===== src/rtl/fcstm_pkg.sv =====
package fcstm_pkg;

	// Channel and window geometry.
	localparam int CHANNELS    = 4;
	localparam int WINDOW_LEN  = 5;
	localparam int SAMPLE_BITS = 24;

	localparam int SLOT_BITS = $clog2(WINDOW_LEN);
	localparam int CHAN_BITS = (CHANNELS > 1) ? $clog2(CHANNELS) : 1;
	localparam int ROW_BITS  = CHANNELS * SAMPLE_BITS;

	// Trimmed mean: the window sum less minimum and maximum, over KEEP_N entries.
	localparam int KEEP_N      = WINDOW_LEN - 2;
	localparam int ACC_BITS    = SAMPLE_BITS + $clog2(WINDOW_LEN);
	localparam int MID_BITS    = SAMPLE_BITS + $clog2(KEEP_N);
	localparam int RECIP_SHIFT = MID_BITS + $clog2(KEEP_N);
	localparam int RECIP_BITS  = RECIP_SHIFT - $clog2(KEEP_N) + 1;
	localparam logic [RECIP_BITS-1:0] RECIP =
		RECIP_BITS'(((64'd1 << RECIP_SHIFT) + KEEP_N - 1) / KEEP_N);

	// Result field widths.
	localparam int OP_BITS     = 2;
	localparam int STAT_BITS   = 2;
	localparam int EV_BITS     = 2;
	localparam int TOTAL_BITS  = SAMPLE_BITS + $clog2(CHANNELS);
	localparam int DIFF_BITS   = TOTAL_BITS + 1;
	localparam int FACTOR_BITS = 36;
	localparam int CAL_BITS    = 16;
	localparam int WEIGHT_BITS = 32;

	// Fixed-point scaling: Q8 factor, weight in tenths of grams.
	localparam int CAL_SHIFT  = 8;
	localparam int SCALE_BITS = 12;
	localparam logic [SCALE_BITS-1:0] WEIGHT_SCALE = 12'd2560;

	// Shared divider geometry.
	localparam int DVD_BITS     = DIFF_BITS + SCALE_BITS;
	localparam int DVS_BITS     = FACTOR_BITS;
	localparam int DIV_CNT_BITS = $clog2(DVD_BITS + 1);

	// Reset values.
	localparam logic signed [FACTOR_BITS-1:0] FACTOR_RESET = 36'sd2048000;
	localparam logic [CAL_BITS-1:0]           CAL_RESET    = 16'd1000;

	// Command, status and event codes.
	localparam logic [OP_BITS-1:0]   OP_TARE       = 2'd1;
	localparam logic [OP_BITS-1:0]   OP_CAL        = 2'd2;
	localparam logic [STAT_BITS-1:0] STAT_OK       = 2'd0;
	localparam logic [STAT_BITS-1:0] STAT_OFFLINE  = 2'd1;
	localparam logic [STAT_BITS-1:0] STAT_REJECT   = 2'd2;
	localparam logic [EV_BITS-1:0]   EV_NONE       = 2'd0;
	localparam logic [EV_BITS-1:0]   EV_TARE       = 2'd1;
	localparam logic [EV_BITS-1:0]   EV_CAL        = 2'd2;

	typedef logic signed [SAMPLE_BITS-1:0] sample_t;
	typedef logic [ROW_BITS-1:0]           row_t;

	typedef struct packed {
		logic                 en;
		logic [SLOT_BITS-1:0] addr;
		row_t                 data;
	} mem_wr_t;

	typedef struct packed {
		logic clear;
		logic row_valid;
		logic mean_start;
	} trim_ctl_t;

	typedef struct packed {
		logic                start;
		logic [DVD_BITS-1:0] dividend;
		logic [DVS_BITS-1:0] divisor;
	} div_req_t;

	typedef struct packed {
		logic                busy;
		logic                done;
		logic [DVD_BITS-1:0] quotient;
	} div_rsp_t;

endpackage


===== src/rtl/fcstm_divider.sv =====
module fcstm_divider import fcstm_pkg::*; (
	input  logic     clk,
	input  logic     arst_n,
	input  div_req_t req,
	output div_rsp_t rsp
);

	logic [DVS_BITS-1:0]     rem_q;
	logic [DVD_BITS-1:0]     quo_q;
	logic [DVS_BITS-1:0]     dvs_q;
	logic [DIV_CNT_BITS-1:0] cnt_q;
	logic                    busy_q;
	logic                    done_q;
	logic [DVS_BITS:0]       trial;
	logic [DVS_BITS:0]       trial_sub;
	logic                    fits;

	// One restoring step: shift in the next dividend bit and try a subtract.
	always_comb begin
		trial     = {rem_q, quo_q[DVD_BITS-1]};
		trial_sub = trial - {1'b0, dvs_q};
		fits      = trial >= {1'b0, dvs_q};
	end

	always_ff @(posedge clk or negedge arst_n) begin
		if (!arst_n) begin
			busy_q <= 1'b0;
			done_q <= 1'b0;
			cnt_q  <= '0;
		end else begin
			done_q <= 1'b0;
			if (req.start) begin
				busy_q <= 1'b1;
				cnt_q  <= DIV_CNT_BITS'(DVD_BITS);
			end else if (busy_q) begin
				cnt_q <= cnt_q - 1'b1;
				if (cnt_q == DIV_CNT_BITS'(1)) begin
					busy_q <= 1'b0;
					done_q <= 1'b1;
				end
			end
		end
	end

	// The quotient register starts as the dividend and fills with quotient bits.
	always_ff @(posedge clk) begin
		if (req.start) begin
			rem_q <= '0;
			quo_q <= req.dividend;
			dvs_q <= req.divisor;
		end else if (busy_q) begin
			rem_q <= fits ? trial_sub[DVS_BITS-1:0] : trial[DVS_BITS-1:0];
			quo_q <= {quo_q[DVD_BITS-2:0], fits};
		end
	end

	assign rsp = '{busy: busy_q, done: done_q, quotient: quo_q};

endmodule


===== config.mk =====
export PLATFORM = sky130hd
export DESIGN_NAME = fcstm_divider
export DESIGN_NICKNAME = d
export VERILOG_FILES = /design/src/rtl/fcstm_pkg.sv /design/src/rtl/fcstm_divider.sv
export SDC_FILE = /design/constraint.sdc
export NUM_CORES = 1
export LEC_CHECK = 0
export ABC_AREA = 1
export BUFFER_PORTS_ARGS = -buffer_cell sky130_fd_sc_hd__buf_2
export CORE_MARGIN = 2
export CORE_UTILIZATION = 35
export CTS_BUF_LIST = sky130_fd_sc_hd__clkbuf_4 sky130_fd_sc_hd__clkbuf_8
export CTS_CLUSTER_DIAMETER = 60
export DETAILED_ROUTE_END_ITERATION = 8
export SYNTH_ARGS = -nofsm -noshare
export SYNTH_HDL_FRONTEND = slang
export SYNTH_SLANG_ARGS = --single-unit

===== constraint.sdc =====
create_clock -name clk -period 7.6 [get_ports clk]
set_clock_uncertainty 0.15 [all_clocks]
set_input_delay 0.38 -clock clk [delete_from_list [all_inputs] [get_ports clk]]
set_output_delay 0.38 -clock clk [all_outputs]
set_load 0.05 [all_outputs]

### Word level (Yosys, flattened, before mapping)

Cells that the tools add are included.

| storage, ports and cells | value |
|---|---|
| bits in registers | 119 |
| output and inout port bits | 41 |
| word-level logic and storage cells | 22 |

| operators by class | value |
|---|---|
| $add $sub $neg | 2 |
| $lt $le $gt $ge | 1 |
| equal/unequal tests | 1 |
| muxes and demuxes | 11 |
| reductions and logical operators | 1 |

Operators by type and width:

| cell | number |
|---|---|
| $mux W39 | 2 |
| $ge A37 B36 Y1 | 1 |
| $mux W36 | 1 |
| $sub A36 B36 Y36 | 1 |
| $mux W6 | 2 |
| $eq A6 B1 Y1 const B | 1 |
| $mux W1 | 6 |
| $sub A6 B1 Y6 const B | 1 |
| $reduce_bool A2 Y1 | 1 |

### Depth between registers and ports, before layout

| logic depth | value |
|---|---|
| word-level depth | 4 |
| depth in mapped cells | 16 |

### Worst setup path after synthesis

No wires, ideal clock.

| path | value |
|---|---|
| path type | input to register |
| start | input req[75] (netlist name) |
| end | register quo_q[0] (enable) |
| arrival | 2.157 ns |
| required time | 7.032 ns |
| setup slack | 4.875 ns |
| stages | 4 |
| path buffers | 2 |
| path through | clkbuf_1 > nor2_1 > inv_1 > clkbuf_1 |

| on the way | value |
|---|---|
| longest elaborated chain between the ends | 1 |

Ends and longest elaborated chain:

| element | line | RTL |
|---|---|---|
| from (decl) | fcstm_divider.sv:4 | `input div_req_t req,` |
| $reduce_bool A2 Y1 (no line) | -- |  |
| to (signal assigned) | fcstm_divider.sv:49 | `quo_q <= req.dividend;` |
| to (signal assigned) | fcstm_divider.sv:53 | `quo_q <= {quo_q[DVD_BITS-2:0], fits};` |
| to (decl) | fcstm_divider.sv:9 | `logic [DVD_BITS-1:0] quo_q;` |

No other way between the ends.
A chain may end at the register's enable or synchronous reset.

### Worst setup path after layout

| path | value |
|---|---|
| start | register dvs_q[24] |
| end | register rem_q[29] |

| on the way | value |
|---|---|
| longest elaborated chain between the ends | 2 |
| elaborated cells between the ends (all ways) | 3 |
| classes of those cells | add/sub (1); order compare (1); mux (1) |

Ends and longest elaborated chain:

| element | line | RTL |
|---|---|---|
| from (decl) | fcstm_divider.sv:10 | `logic [DVS_BITS-1:0] dvs_q;` |
| from (signal assigned) | fcstm_divider.sv:50 | `dvs_q <= req.divisor;` |
| $sub A36 B36 Y36 / $ge A37 B36 Y1 (equally long branches) | fcstm_divider.sv:21, fcstm_divider.sv:22 |  |
| $mux W36 (*) | fcstm_divider.sv:52 | `rem_q <= fits ? trial_sub[DVS_BITS-1:0] : trial[DVS_BITS-1:0];` |
| to (signal assigned) | fcstm_divider.sv:52 |  |
| to (decl) | fcstm_divider.sv:8 | `logic [DVS_BITS-1:0] rem_q;` |

Every way passes the cells marked *; elsewhere a longest branch is shown, timed or not.

==> metrics.cfg <==
[run_status]
status=finished, final reports clean

[timing]
setup_viol_count_final=0
setup_ws_ns=4.902
fmax_mhz=370.6
final_max_slew_viol_count=0
hold_viol=0
finalCritPeriodShare=0.3550
grt_setup_unrepaired=false
worstMarginPinSlew_ns=0.8366
relSlewSlack=0.4414
finalSetupTns_ns=0
period_needed_ns=2.698

[power_and_ir_drop]
vdd_drop_max_v=0.0001180
powerDensity_nw_per_um2=293.5
power.total_mw=2.768
leakagePower_nw=5.009

[cells_and_area]
n_antenna_cell=0
syn_to_final_growth_pct=19.98
drive_gt1_frac=0.1581
final_common_cell=nand2_1
final_cell_mix=419 x nand2_1, 183 x inv_1, 117 x buf_2
fill_cells=2282
num-nets-final=1369
final_cells=1545
finish.utilization=0.4295

[cts]
cts_inserted_buffers=17
clock_latency_ns=0.45
clkTransAtPathRegs_ns=0.08
htree_num_levels=4
clock_sinks=119
cts_tree=done
cts_buffer_depth=2
cts-root-buf=clkbuf_8

[yosys]
ys_warn_count=0
synth_top_area_share=0.2865
syn_inst=1099
ys_seq_elements=119
netlist_top_cells_area=edfxtp_1 29%, nand2_1 20%, dfxtp_1 9.2%
synth_area_um2=7860
avgSynthCellArea_um2=7.152
synth_edf_count=75
synth_area_leader_cell=edfxtp_1
syn_nets=1216
synth_ff_type=edfxtp_1
yosysSeqAreaShare=0.4037
synth_async_sr_flop_share=0.06723
synth_cell_types=41

[critical_path]
crit_fanout=36
worstPathRequired_ns=7.81
critPathTopFamily=simple AND/OR/NAND/NOR gates
crit_arrival_ns=2.91
cp-end-kind=flop
slowest_delay_ns=0.60
crit_chain=inv_1 -> ha_1 -> nand2_1 -> inv_1 -> nand2_1 -> nand2_1 -> nand2_1 -> nand2_1 -> a21oi_2 -> nand4_4 -> nand2_1 -> nand3_1 -> o21ai_0
cpMostUsedCell=nand2_1
path_class=flop to flop
worst_path_max_delay_cell=nand4_4
cp-start-kind=flop
cp.buffers_inverters=2

[die]
die_y_um=153.9
fp.dieW_um=153.9
rows=54
io_pins=119
start_util=0.3579
fp.dieArea_um2=23670
coreArea_um2=21960

[route]
wl_met3_um=1321
drt-total-wl_um=21790
routedWlPerCell_um=14.10
drc=0
drt_iter0_drc=487
top_layer=met4
drt_first_pass_iters=5
num_vias=7244
wl_met1_um=10580
ant_nets=0
routed-wl-met2_um=9474
viasPerCell=4.689

[run]
cap_viol_max_count=0

[place]
place.gp.congestion=0.9385
place_ws_ns=4.638
port_buffers=118
post-place-cells=1476
place_hpwl_um=15970

[hold_path]
hold_class=input pin to flop

[global_route]
grt_usage=0.1893
grt_max_degree=61
antenna_found_initial=0
grt_pass1_wl_um=35410
first_global_vias=7041
grt_overflow=0

-- worst paths after layout --
check	start	endpoint	slack, ns	depth (start not counted)
max	dvs_q[24]	rem_q[29]	4.90	13
min	req[64]	quo_q[28]	0.05	3
max reg2reg	dvs_q[24]	rem_q[29]	4.90	13
min reg2reg	rem_q[25]	rem_q[25]	0.33	2
max in group asynchronous	arst_n	cnt_q[4]	6.98	2
min in group asynchronous	arst_n	cnt_q[0]	0.15	2
-- registers in the layout, indices dropped and copies added, names as in the netlist --
register  flops
busy_q        1
cnt_q         6
done_q        1
dvs_q        36
quo_q        39
rem_q        36
-- tightest hold or removal path, delay by kind of cell --
family,cells,cell delay (ns)
AND/OR/NAND/NOR,2,0.09
buffers and inverters,1,0.07
-- cell usage after synthesis, types with 10 or more instances --
library cell	number
clkbuf_1	11
nand3_2	12
xnor2_1	15
nor2_1	57
dfxtp_1	36
o21ai_0	19
ha_1	38
a21oi_1	24
nand3b_1	14
nand3_1	100
nor2_2	10
inv_1	184
nand2_1	419
edfxtp_1	75
-- repair_timing --
action                    in CTS  in global routing
hold buffers                  37                  0
hold endpoints to repair      44                  0
buffers inserted               0                  0
gates resized for setup        0                  0
-- power by group --
part	switching, mW	internal [mW]	total (mW)
Clock	0.275	0.296	0.570
Sequential	0.0629	0.798	0.861
Combinational	0.881	0.455	1.34
Total	1.22	1.55	2.77
-- cell families after synthesis --
logic type | count (synthesis) | synth area share
buffers and inverters | 216 | 0.1111
AND/OR/NAND/NOR | 644 | 0.3583
adder cells (fa/ha/maj) | 39 | 0.06304
AO/OA/AOI/OAI | 63 | 0.04378
flip-flops | 119 | 0.4037
XOR/XNOR | 18 | 0.02006
-- area by class of cell --
| cell class | instances | area [µm²] | share of cell area |
|---|---|---|---|
| clock buffers | 19 | 249.0 | 0.02640 |
| clock inverters | 13 | 130.1 | 0.01380 |
| inverters | 190 | 713.2 | 0.07563 |
| multi-input cells | 764 | 3814 | 0.4044 |
| flip-flops and latches | 119 | 3173 | 0.3365 |
| well taps | 280 | 350.3 | 0.03715 |
| repair buffers | 160 | 1001 | 0.1061 |
-- metrics by stage --
stage,area (µm²),hold slack [ns]
floorplan,7860,-0.06559
global placement,8681,0.08383
detailed placement,8681,0.08103
CTS,9430,0.02076
global route,9430,0.03327
finish,9430,0.04830
-- per-layer routing --
layer	up-vias	global-route usage
met5	-	0
met4	0	0.06097
met3	35	0.03890
met2	240	0.3054
met1	3210	0.2553
li1	3759	-
No activity file was read; power rests on OpenSTA's default activity.
