==> config.mk <==
export PLATFORM = sky130hd
export DESIGN_NAME = fcstm_ring_mem
export DESIGN_NICKNAME = d
export VERILOG_FILES = /design/src/rtl/fcstm_pkg.sv /design/src/rtl/fcstm_ring_mem.sv
export SDC_FILE = /design/constraint.sdc
export NUM_CORES = 1
export LEC_CHECK = 0
export ABC_AREA = 0
export BUFFER_PORTS_ARGS = -buffer_cell sky130_fd_sc_hd__clkbuf_2
export CORE_MARGIN = 2
export CORE_UTILIZATION = 60
export CTS_BUF_LIST = sky130_fd_sc_hd__clkbuf_4 sky130_fd_sc_hd__clkbuf_8
export DETAILED_ROUTE_END_ITERATION = 7
export PLACE_DENSITY = 0.8
export SLEW_MARGIN = 20
export SYNTH_ARGS = -nofsm -noshare
export SYNTH_HDL_FRONTEND = slang
export SYNTH_SLANG_ARGS = --single-unit
==> constraint.sdc <==
create_clock -name clk -period 1.8 [get_ports clk]
set_clock_uncertainty 0.1 [all_clocks]
set_input_delay 0.18 -clock clk [delete_from_list [all_inputs] [get_ports clk]]
set_output_delay 0.18 -clock clk [all_outputs]
set_load 0.02 [all_outputs]
==> src/rtl/fcstm_pkg.sv <==
package fcstm_pkg;

	// Channel and window geometry.
	localparam int CHANNELS    = 4;
	localparam int WINDOW_LEN  = 5;
	localparam int SAMPLE_BITS = 24;

	localparam int SLOT_BITS = $clog2(WINDOW_LEN);
	localparam int CHAN_BITS = (CHANNELS > 1) ? $clog2(CHANNELS) : 1;
	localparam int ROW_BITS  = CHANNELS * SAMPLE_BITS;

	// Trimmed mean: the window sum less minimum and maximum, over KEEP_N entries.
	localparam int KEEP_N      = WINDOW_LEN - 2;
	localparam int ACC_BITS    = SAMPLE_BITS + $clog2(WINDOW_LEN);
	localparam int MID_BITS    = SAMPLE_BITS + $clog2(KEEP_N);
	localparam int RECIP_SHIFT = MID_BITS + $clog2(KEEP_N);
	localparam int RECIP_BITS  = RECIP_SHIFT - $clog2(KEEP_N) + 1;
	localparam logic [RECIP_BITS-1:0] RECIP =
		RECIP_BITS'(((64'd1 << RECIP_SHIFT) + KEEP_N - 1) / KEEP_N);

	// Result field widths.
	localparam int OP_BITS     = 2;
	localparam int STAT_BITS   = 2;
	localparam int EV_BITS     = 2;
	localparam int TOTAL_BITS  = SAMPLE_BITS + $clog2(CHANNELS);
	localparam int DIFF_BITS   = TOTAL_BITS + 1;
	localparam int FACTOR_BITS = 36;
	localparam int CAL_BITS    = 16;
	localparam int WEIGHT_BITS = 32;

	// Fixed-point scaling: Q8 factor, weight in tenths of grams.
	localparam int CAL_SHIFT  = 8;
	localparam int SCALE_BITS = 12;
	localparam logic [SCALE_BITS-1:0] WEIGHT_SCALE = 12'd2560;

	// Shared divider geometry.
	localparam int DVD_BITS     = DIFF_BITS + SCALE_BITS;
	localparam int DVS_BITS     = FACTOR_BITS;
	localparam int DIV_CNT_BITS = $clog2(DVD_BITS + 1);

	// Reset values.
	localparam logic signed [FACTOR_BITS-1:0] FACTOR_RESET = 36'sd2048000;
	localparam logic [CAL_BITS-1:0]           CAL_RESET    = 16'd1000;

	// Command, status and event codes.
	localparam logic [OP_BITS-1:0]   OP_TARE       = 2'd1;
	localparam logic [OP_BITS-1:0]   OP_CAL        = 2'd2;
	localparam logic [STAT_BITS-1:0] STAT_OK       = 2'd0;
	localparam logic [STAT_BITS-1:0] STAT_OFFLINE  = 2'd1;
	localparam logic [STAT_BITS-1:0] STAT_REJECT   = 2'd2;
	localparam logic [EV_BITS-1:0]   EV_NONE       = 2'd0;
	localparam logic [EV_BITS-1:0]   EV_TARE       = 2'd1;
	localparam logic [EV_BITS-1:0]   EV_CAL        = 2'd2;

	typedef logic signed [SAMPLE_BITS-1:0] sample_t;
	typedef logic [ROW_BITS-1:0]           row_t;

	typedef struct packed {
		logic                 en;
		logic [SLOT_BITS-1:0] addr;
		row_t                 data;
	} mem_wr_t;

	typedef struct packed {
		logic clear;
		logic row_valid;
		logic mean_start;
	} trim_ctl_t;

	typedef struct packed {
		logic                start;
		logic [DVD_BITS-1:0] dividend;
		logic [DVS_BITS-1:0] divisor;
	} div_req_t;

	typedef struct packed {
		logic                busy;
		logic                done;
		logic [DVD_BITS-1:0] quotient;
	} div_rsp_t;

endpackage

==> src/rtl/fcstm_ring_mem.sv <==
module fcstm_ring_mem import fcstm_pkg::*; (
	input  logic                 clk,
	input  logic                 arst_n,
	input  mem_wr_t              wr,
	input  logic                 rd_en,
	input  logic [SLOT_BITS-1:0] rd_addr,
	output row_t                 rd_data
);

	// One row per window slot, all channels side by side.
	row_t                  mem_q [WINDOW_LEN];
	row_t                  rd_data_q;
	logic [WINDOW_LEN-1:0] row_valid_q;
	logic                  rd_hit_q;

	// Storage array with a registered read port.
	always_ff @(posedge clk) begin
		if (wr.en) begin
			mem_q[wr.addr] <= wr.data;
		end
		if (rd_en) begin
			rd_data_q <= mem_q[rd_addr];
		end
	end

	// Rows never written since reset read as zero.
	always_ff @(posedge clk or negedge arst_n) begin
		if (!arst_n) begin
			row_valid_q <= '0;
			rd_hit_q    <= 1'b0;
		end else begin
			if (wr.en) begin
				row_valid_q[wr.addr] <= 1'b1;
			end
			if (rd_en) begin
				rd_hit_q <= row_valid_q[rd_addr];
			end
		end
	end

	assign rd_data = rd_hit_q ? rd_data_q : '0;

endmodule

### Yosys cells after proc, flatten, opt, wreduce, memory -nomap -nowiden

Memory sizes are Yosys's and may differ from the RTL's. A register that Yosys moved wholly into a read port is not among the register bits.
Cells that the tools add are included.
W data, S select, Z words.

* bits in registers: 6
* bits in latches: 0
* RAM bits: 480
* ROM bits: 0
* output and inout bits: 96
* logic and storage cells: 15
* memories kept: 1

* add/subtract/negate cells: 0
* $mul: 0
* div/mod/pow operators: 0
* order comparisons: 3
* equality and inequality tests: 0
* shifts and indexed selects: 0
* multiplexer cells: 7
* bitwise operators: 1
* reduce and logical (&&, ||, !) cells: 1

Memories
* mem_q: depth 5, width 96, read ports 1, clocked after memory_dff 1, wr ports 1, RTL line fcstm_ring_mem.sv:11 `row_t mem_q [WINDOW_LEN];`

Operators with widths (count)
* $mux W96: 1
* $lt A3 B4 Y1 const B: 2
* $or A5 B5 Y5: 1
* $mux W1: 4
* $bmux W1 S3: 1
* $demux W1 S3: 1
* $ge A3 B1 Y1 const B: 1
* $logic_and A1 B1 Y1: 1

### Longest topological paths before layout

Gate-level depths: netlist of the first run.

* depth in word-level cells: 5
* depth in mapped cells: 5
* gate-level depth less buffers: 3

### Least setup slack after synthesis of the first run

No wires, ideal clock.

* path type: input to register
* from: input port wr[97] (netlist bit)
* to: register row_valid_q[4]
* setup time: 109 ps
* arrival time: 8058 ps
* data required time: 1591 ps
* setup slack: -6467 ps
* stages: 3
* path buffers: 0
* path through: nand2b_1 -> nor3b_1 -> or2_2

* longest elaborated chain between the ends: 5

Ends and longest elaborated chain
* start: declaration: RTL line fcstm_ring_mem.sv:4 `input mem_wr_t wr,`
* $lt A3 B4 Y1 (not written as such) / $ge A3 B1 Y1 (equally long branches): RTL line fcstm_ring_mem.sv:33 `row_valid_q[wr.addr] <= 1'b1;`
* $logic_and A1 B1 Y1 (not written as such): RTL line fcstm_ring_mem.sv:33
* $mux W1 (not written as such): RTL line fcstm_ring_mem.sv:33
* $demux W1 S3 *: RTL line fcstm_ring_mem.sv:33
* $or A5 B5 Y5 (no line) *
* end signal: assignment: RTL line fcstm_ring_mem.sv:29 `row_valid_q <= '0;`
* end signal: indexed assignment: RTL line fcstm_ring_mem.sv:33
* end: declaration: RTL line fcstm_ring_mem.sv:13 `logic [WINDOW_LEN-1:0] row_valid_q;`

Mark *: on every way between the ends. The rest lies on a longest branch, timed or not.
A chain may end at the register's enable or synchronous reset.

### Worst setup path in the final report of the first run

* from: register rd_hit_q
* to: output port rd_data[60]

* longest elaborated chain between the ends: 1

Ends and longest elaborated chain
* start: declaration: RTL line fcstm_ring_mem.sv:14 `logic rd_hit_q;`
* start signal: assignment: RTL line fcstm_ring_mem.sv:36 `rd_hit_q <= row_valid_q[rd_addr];`
* $mux W96: RTL line fcstm_ring_mem.sv:41 `assign rd_data = rd_hit_q ? rd_data_q : '0;`
* end: declaration: RTL line fcstm_ring_mem.sv:7 `output row_t rd_data`

Every way passes these cells.

==> results of run 1 <==
==> cell families (layout without fill, tap and decap cells) <==
logic type | count (synthesis) | count (layout) | synth area share [%]
other cells | 0 | 1 | 0
compound gates | 2 | 2 | 0.08102
mux | 194 | 194 | 15.09
simple gates | 112 | 112 | 3.188
flops | 582 | 582 | 80.68
buf+inv | 43 | 502 | 0.9605
==> power by group through the flow <==
stage	registers [uW]	logic [uW]	clock network, uW
4_1_cts	15600	2420	10600
5_1_grt	15600	2590	11300
3_3_place_gp	15900	2130	0
2_1_floorplan	15800	1240	0
6_report	15600	2430	10400
3_5_place_dp	15900	2170	0
==> layout by cell type, fill, tap and decap left out <==
| cell type | instances |
|---|---|
| nor3_1 | 1 |
| o31ai_1 | 1 |
| clkinv_2 | 15 |
| bufinv_16 | 3 |
| dfrtp_4 | 1 |
| dfrtp_1 | 5 |
| nand2_1 | 1 |
| o32a_1 | 1 |
| mux4_2 | 96 |
| nor3b_4 | 1 |
| nand2_8 | 1 |
| nor3b_1 | 1 |
| mux2i_1 | 2 |
| dlygate4sd3_1 | 102 |
| buf_4 | 25 |
| nand2b_4 | 2 |
| mux2_2 | 96 |
| nor2_4 | 2 |
| buf_12 | 29 |
| and2_1 | 84 |
| diode_2 | 1 |
| clkbuf_4 | 27 |
| clkinvlp_4 | 4 |
| buf_8 | 5 |
| edfxtp_1 | 576 |
| nor3_4 | 2 |
| clkbuf_2 | 155 |
| buf_6 | 3 |
| clkinv_1 | 16 |
| clkbuf_8 | 95 |
| and2_4 | 12 |
| buf_2 | 23 |
| or2_2 | 5 |
==> repair_timing <==
action / in CTS / in global routing
endpoints found under the hold margin: 511 / 0
hold buffers: 102 / 0
gates resized for setup: 25 / 52
setup endpoints to repair: 96 / 96
==> metrics by stage <==
| stage | utilization (%) | setup WS, ps |
|---|---|---|
| 2_1_floorplan | - | -1546 |
| 3_3_place_gp | 66.91 | 39.01 |
| 3_5_place_dp | 66.91 | 11.32 |
| 4_1_cts | 74.82 | -244.5 |
| 5_1_grt | 74.96 | -257.5 |
| 6_report | 74.96 | -191.8 |
==> worst min-delay path: stages <==
cell	delay, ps
clkbuf_2	170
nor3_4	80
buf_4	180
==> flip-flops by register name, summed over array words and instances, names as in the netlist <==
| name | count |
|---|---|
| rd_data_q | 96 |
| row_valid_q | 5 |
| mem_q | 480 |
| rd_hit_q | 1 |
==> worst paths after layout <==
kind,cells past startpoint,end,start
min in group asynchronous,3,row_valid_q[2],arst_n
max,3,rd_data[60],rd_hit_q
min reg2reg,1,row_valid_q[1],row_valid_q[1]
max reg2reg,2,rd_data_q[59],mem_q[2][59]
min,3,mem_q[0][2],wr[98]
max in group asynchronous,3,rd_hit_q,arst_n
==> layout make-up <==
cell class	instances	area (sq um)	area share, %
Sequential cell	582	17450	65.45
Multi-Input combinational cell	308	4080	15.30
Timing Repair Buffer	348	2859	10.72
Clock buffer	116	1440	5.401
Tap cell	461	576.8	2.163
Clock inverter	38	255.2	0.9573
Antenna cell	1	2.502	0.009385
==> per-layer routing <==
| layer | wire [microns] | share of wire (%) | global-route usage, % | vias up |
|---|---|---|---|---|
| met3 | 2302 | 5.5 | 4.418 | 67 |
| met4 | 850 | 2.0 | 8.221 | 0 |
| met1 | 16920 | 41 | 30.13 | 5419 |
| met2 | 21590 | 52 | 38.43 | 326 |
| met5 | 0 | 0 | 0 | - |
| li1 | - | - | - | 4620 |
==> impl_metrics.yaml, run 1 <==
logic_synthesis:
  synth_fp_nets: 1039
  yosys.cell_count.top_type: "edfxtp_1"
  synth.area.top_cells: "edfxtp_1, mux4_2, mux2_2, and2_1, dfrtp_1"
  syn-cell-area_sq_um: 21620
  ys_async_sr_fraction_pct: 1.031
  postSynthRegisterBits: 582
  dominantRegCellSynth: "edfxtp_1"
  yosysSeqAreaShare_pct: 80.68
  yosysTopAreaCell: "edfxtp_1"
  netlist-cell-type-count: 18
  count_of_flip_flops_with_a_built_in_enable_after_synthesis: 576
  synth.avg_cell_area_sq_um: 23.18
  synthesis.instances: 933
  synthesis.yosys.warnings: 0
  synth_top_cell_area_share_pct: 79.99
  synth.cells.most_frequent: "edfxtp_1, and2_1, mux2_2, mux4_2, clkbuf_1"
timing:
  final.min_clock_period_ps: 1992
  tns_ps: -13820
  timing_max_transition_violations_final: 0
  maxClockFrequency_ghz: 0.5020
  timing.final.ws_setup_ps: -191.8
  report.final.hold_viol_count: 0
  tightest_slew_ps: 421.8
  rsz0062_at_grt: "true"
  final_setup_fails: 96
  hold_ws_ps: 81.99
  timing.final.crit_share_pct: 110.7
  max_slew_margin_pct: 71.88
pwr:
  power.internal_uw: 22260
  clock_power_share_pct: 36.5
  pwr-share-seq_pct: 54.9
  net-switching-power_uw: 6157
  switching_share_pct: 21.66
  vdd_drop_max_mv: 0.7304
  comb_power_share_pct: 8.5
  design_power_total_uw: 28420
  pwr_density_cell_nw_per_um2: 1066
  leakage_uw: 0.009256
detailed_routing:
  drt_drc_violations_left: 0
  route.antenna.remaining_nets: 0
  post_drt_wl_per_cell_microns: 22.47
  drt_wl_total_microns: 41660
  firstDrtPassIters: 5
  drt_iter0_markers: 744
  dr_total_vias: 10432
  viasPerCell: 5.627
run:
  max_cap_violations: 0
global_route:
  grt_pass1_vias: 11426
  grt_max_degree: 43
  grt_use_total_pct: 22.78
  global_route.overflow_total: 0
  antenna_found_initial: 1
  grt_pass1_wl_microns: 64540
clock_network:
  worst_skew_pair.late_latency_ps: 630
  htree_depth: 3
  clock-root-buffer: "clkbuf_8"
  cts_tree: "built"
  cts-buffers-inserted: 89
  clk_transition_reported_paths_ps: 60
  cts_post_setup_buffers_inserted: 0
  clock-sinks: 582
  clk_path_buf_depth: 3
critical_path:
  cp.required_ps: 1520
  critical_path_arrival_ps: 1710
  crit_path_top_delay_cell: "dfrtp_4"
  critical_path.cell_chain: "buf_12, and2_1, clkbuf_4"
  timing.critical_path.fanout_max: 34
  timing.critical_path.slowest_cell_delay_ps: 520
  critical_path.endpoint_type: "primary output"
  criticalPathCategory: "reg2out"
  critPathBufInv: 2
  startpoint_type: "flip-flop"
  r2r_setup_slack_ps: 290
  critical-path-top-delay-family: "flip-flops"
floorplanning:
  num_rows: 69
  floorplan.io_pins: 202
  die-height_microns: 193.8
  die_x_microns: 193.8
  design.die.area_sq_um: 37580
  placeableCoreArea_sq_um: 35570
  initial_core_util_pct: 60.80
outcome:
  status: "finished with violations"
  failed_checks: "setup timing"
layout:
  area.growth.synth_to_final_pct: 23.31
  fillers: 1934
  layout.cell_area.non_filler_sq_um: 26660
  design.final.nets: 1435
  post_layout_nonfiller_instances: 1854
  drive_above_1_share_pct: 43.25
placement:
  post-place-cells: 1597
  gpl.final_weighted_congestion: 0.7160
  buffer_ports.inserted: 201
  detailed_placer_s_ending_hpwl_microns: 23380
  dpl_cell_area_sq_um: 23800
worst_hold_path:
  hold_class: "in2reg"
Power figures use the tool's default switching activity.
==> inputs of run 2 (changes only) <==
==> constraint.sdc (replaced) <==
create_clock -name clk -period 1.8 [get_ports clk]
set_clock_uncertainty 0.1 [all_clocks]
set_input_delay 0.27 -clock clk [delete_from_list [all_inputs] [get_ports clk]]
set_output_delay 0.27 -clock clk [all_outputs]
set_load 0.02 [all_outputs]
==> impl_metrics.yaml, run 2 (synthesis results as in run 1) <==
outcome:
  status: "finished with violations"
  failed_checks: "setup timing"
layout:
  registers.top_by_ff_count: "mem_q"
  largest_register_ffs: 480
  layout_commonest_cell: "edfxtp_1"
  multiInputGateArea_sq_um: 4190
  post_layout_nonfiller_instances: 1876
  layout.cell_area.non_filler_sq_um: 27320
  area.growth.synth_to_final_pct: 26.32
  sequential_standard_cell_area_sq_um: 17450
  drive_above_1_share_pct: 46.61
  design.final.nets: 1446
  fillers: 1838
  reg.largest.list: "mem_q (480), rd_data_q (96), row_valid_q (5)"
  mostFrequentLayoutCells: "edfxtp_1, clkbuf_2, dlygate4sd3_1, mux4_2, mux2_2"
global_route:
  grt_pass1_wl_microns: 65770
  antenna_found_initial: 1
  grt_use_total_pct: 23.39
  grt_pass1_vias: 11621
  grt_max_degree: 58
  global_route.overflow_total: 0
critical_path:
  critical_path.endpoint_type: "primary output"
  startpoint_type: "flip-flop"
  cp-endpoint: "rd_data[88]"
  critical_path_arrival_ps: 1790
  criticalPathCategory: "reg2out"
  worst-r2r-cell-count: 2
  cp.required_ps: 1430
  r2r_end: "rd_data_q[72]"
  timing.critical_path.from: "rd_hit_q"
  r2r_setup_slack_ps: 230
  worst_r2r_startpoint: "mem_q[2][72]"
  timing.critical_path.fanout_max: 8
placement:
  detailed_placer_s_ending_hpwl_microns: 23970
  dpl_cell_area_sq_um: 23900
  gpl.final_weighted_congestion: 0.7388
  post-place-cells: 1604
  buffer_ports.inserted: 201
pwr:
  design_power_total_uw: 29110
  leakage_uw: 0.009537
  vdd_drop_max_mv: 0.9242
  pwr_density_cell_nw_per_um2: 1066
clock_network:
  cts_tree: "built"
  clk_path_buf_depth: 3
  htree_depth: 3
  cts-buffers-inserted: 90
  clock-root-buffer: "clkbuf_8"
  worst_skew_pair.late_latency_ps: 630
  clock-sinks: 582
  clk_transition_reported_paths_ps: 60
floorplanning:
  die-height_microns: 193.8
  floorplan.io_pins: 202
  design.die.area_sq_um: 37580
  initial_core_util_pct: 60.80
  placeableCoreArea_sq_um: 35570
  num_rows: 69
  die_x_microns: 193.8
timing:
  timing.final.crit_share_pct: 119.8
  timing_max_transition_violations_final: 0
  tightest_slew_ps: 425.1
  maxClockFrequency_ghz: 0.4636
  timing.final.ws_setup_ps: -357.0
  rsz0062_at_grt: "true"
  report.final.hold_viol_count: 0
  final.min_clock_period_ps: 2157
  final_setup_fails: 96
  max_slew_margin_pct: 71.66
detailed_routing:
  drt_drc_violations_left: 0
  firstDrtPassIters: 5
  drt_iter0_markers: 837
  route.antenna.remaining_nets: 0
  drt_wl_total_microns: 44040
  viasPerCell: 5.711
  post_drt_wl_per_cell_microns: 23.47
  dr_total_vias: 10714
run:
  max_cap_violations: 0
worst_hold_path:
  hold_class: "in2reg"
## run 2: cell count changes in the layout (fill, tap and decap cells not counted), moves of 3 or more
cell / previous run / this run
and2_1: 84 / 40
and2_4: 12 / 56
buf_12: 29 / 33
buf_16: 0 / 3
buf_2: 23 / 20
buf_4: 25 / 36
buf_6: 3 / 39
clkbuf_2: 155 / 112
clkbuf_4: 27 / 30
clkinv_1: 16 / 27
clkinv_2: 15 / 11
## run 2: repair_timing
action,CTS,global route
buffers inserted,1,0
gates cloned,2,2
hold buffers,100,0
gates resized for setup,38,214
setup endpoints to repair,96,96
hold endpoints to repair,500,0
## run 2: per-stage QoR
stage          worst slack [ps]  hold WS (ps)  setup TNS [ps]  utilization (%)
3_3_place_gp             -42.68       -0.5189           -1247            67.19
3_5_place_dp             -78.99         2.300           -2541            67.19
2_1_floorplan             -1636        -125.6         -543110                -
4_1_cts                  -406.4         90.06          -32590            75.54
6_report                 -357.0         146.8          -27900            76.80
5_1_grt                  -417.8         120.0          -33830            76.80
## run 2: area by class of cell
class	instances	area share [%]
sequential	582	63.88
timing repair buffer	358	12.23
clock buffer	119	5.355
multi-input combinational	308	15.34
tap	461	2.112
antenna	1	0.009161
clock inverter	47	1.076
## run 2: worst min-delay path by stage
stage	from	to	slack [ps]	cells after the start
floorplan	arst_n	rd_hit_q	-130	0
detailed placement	arst_n	row_valid_q[4]	2	1
global placement	arst_n	row_valid_q[0]	-0.5	1
finish	wr[98]	mem_q[0][2]	150	3
global route	wr[98]	mem_q[0][2]	120	3
CTS	wr[98]	mem_q[0][45]	90	3
## run 2: power by group
| group | internal [uW] | switching (uW) |
|---|---|---|
| Combinational | 1430 | 1380 |
| Clock | 5750 | 4930 |
| Sequential | 15500 | 142 |
## run 2: layer usage
metal,vias to the layer above,part of all wire [%],global-route usage [%]
met1,5568,40,30.82
li1,4662,-,-
met2,390,51,39.05
met5,-,0,0
met4,0,3.2,9.708
met3,94,5.4,4.436
## run 2: worst max-delay path: stages (launching register included)
cell and delay (ps):
dfrtp_4 530, buf_12 170, clkbuf_16 170, and2_4 150, buf_6 120
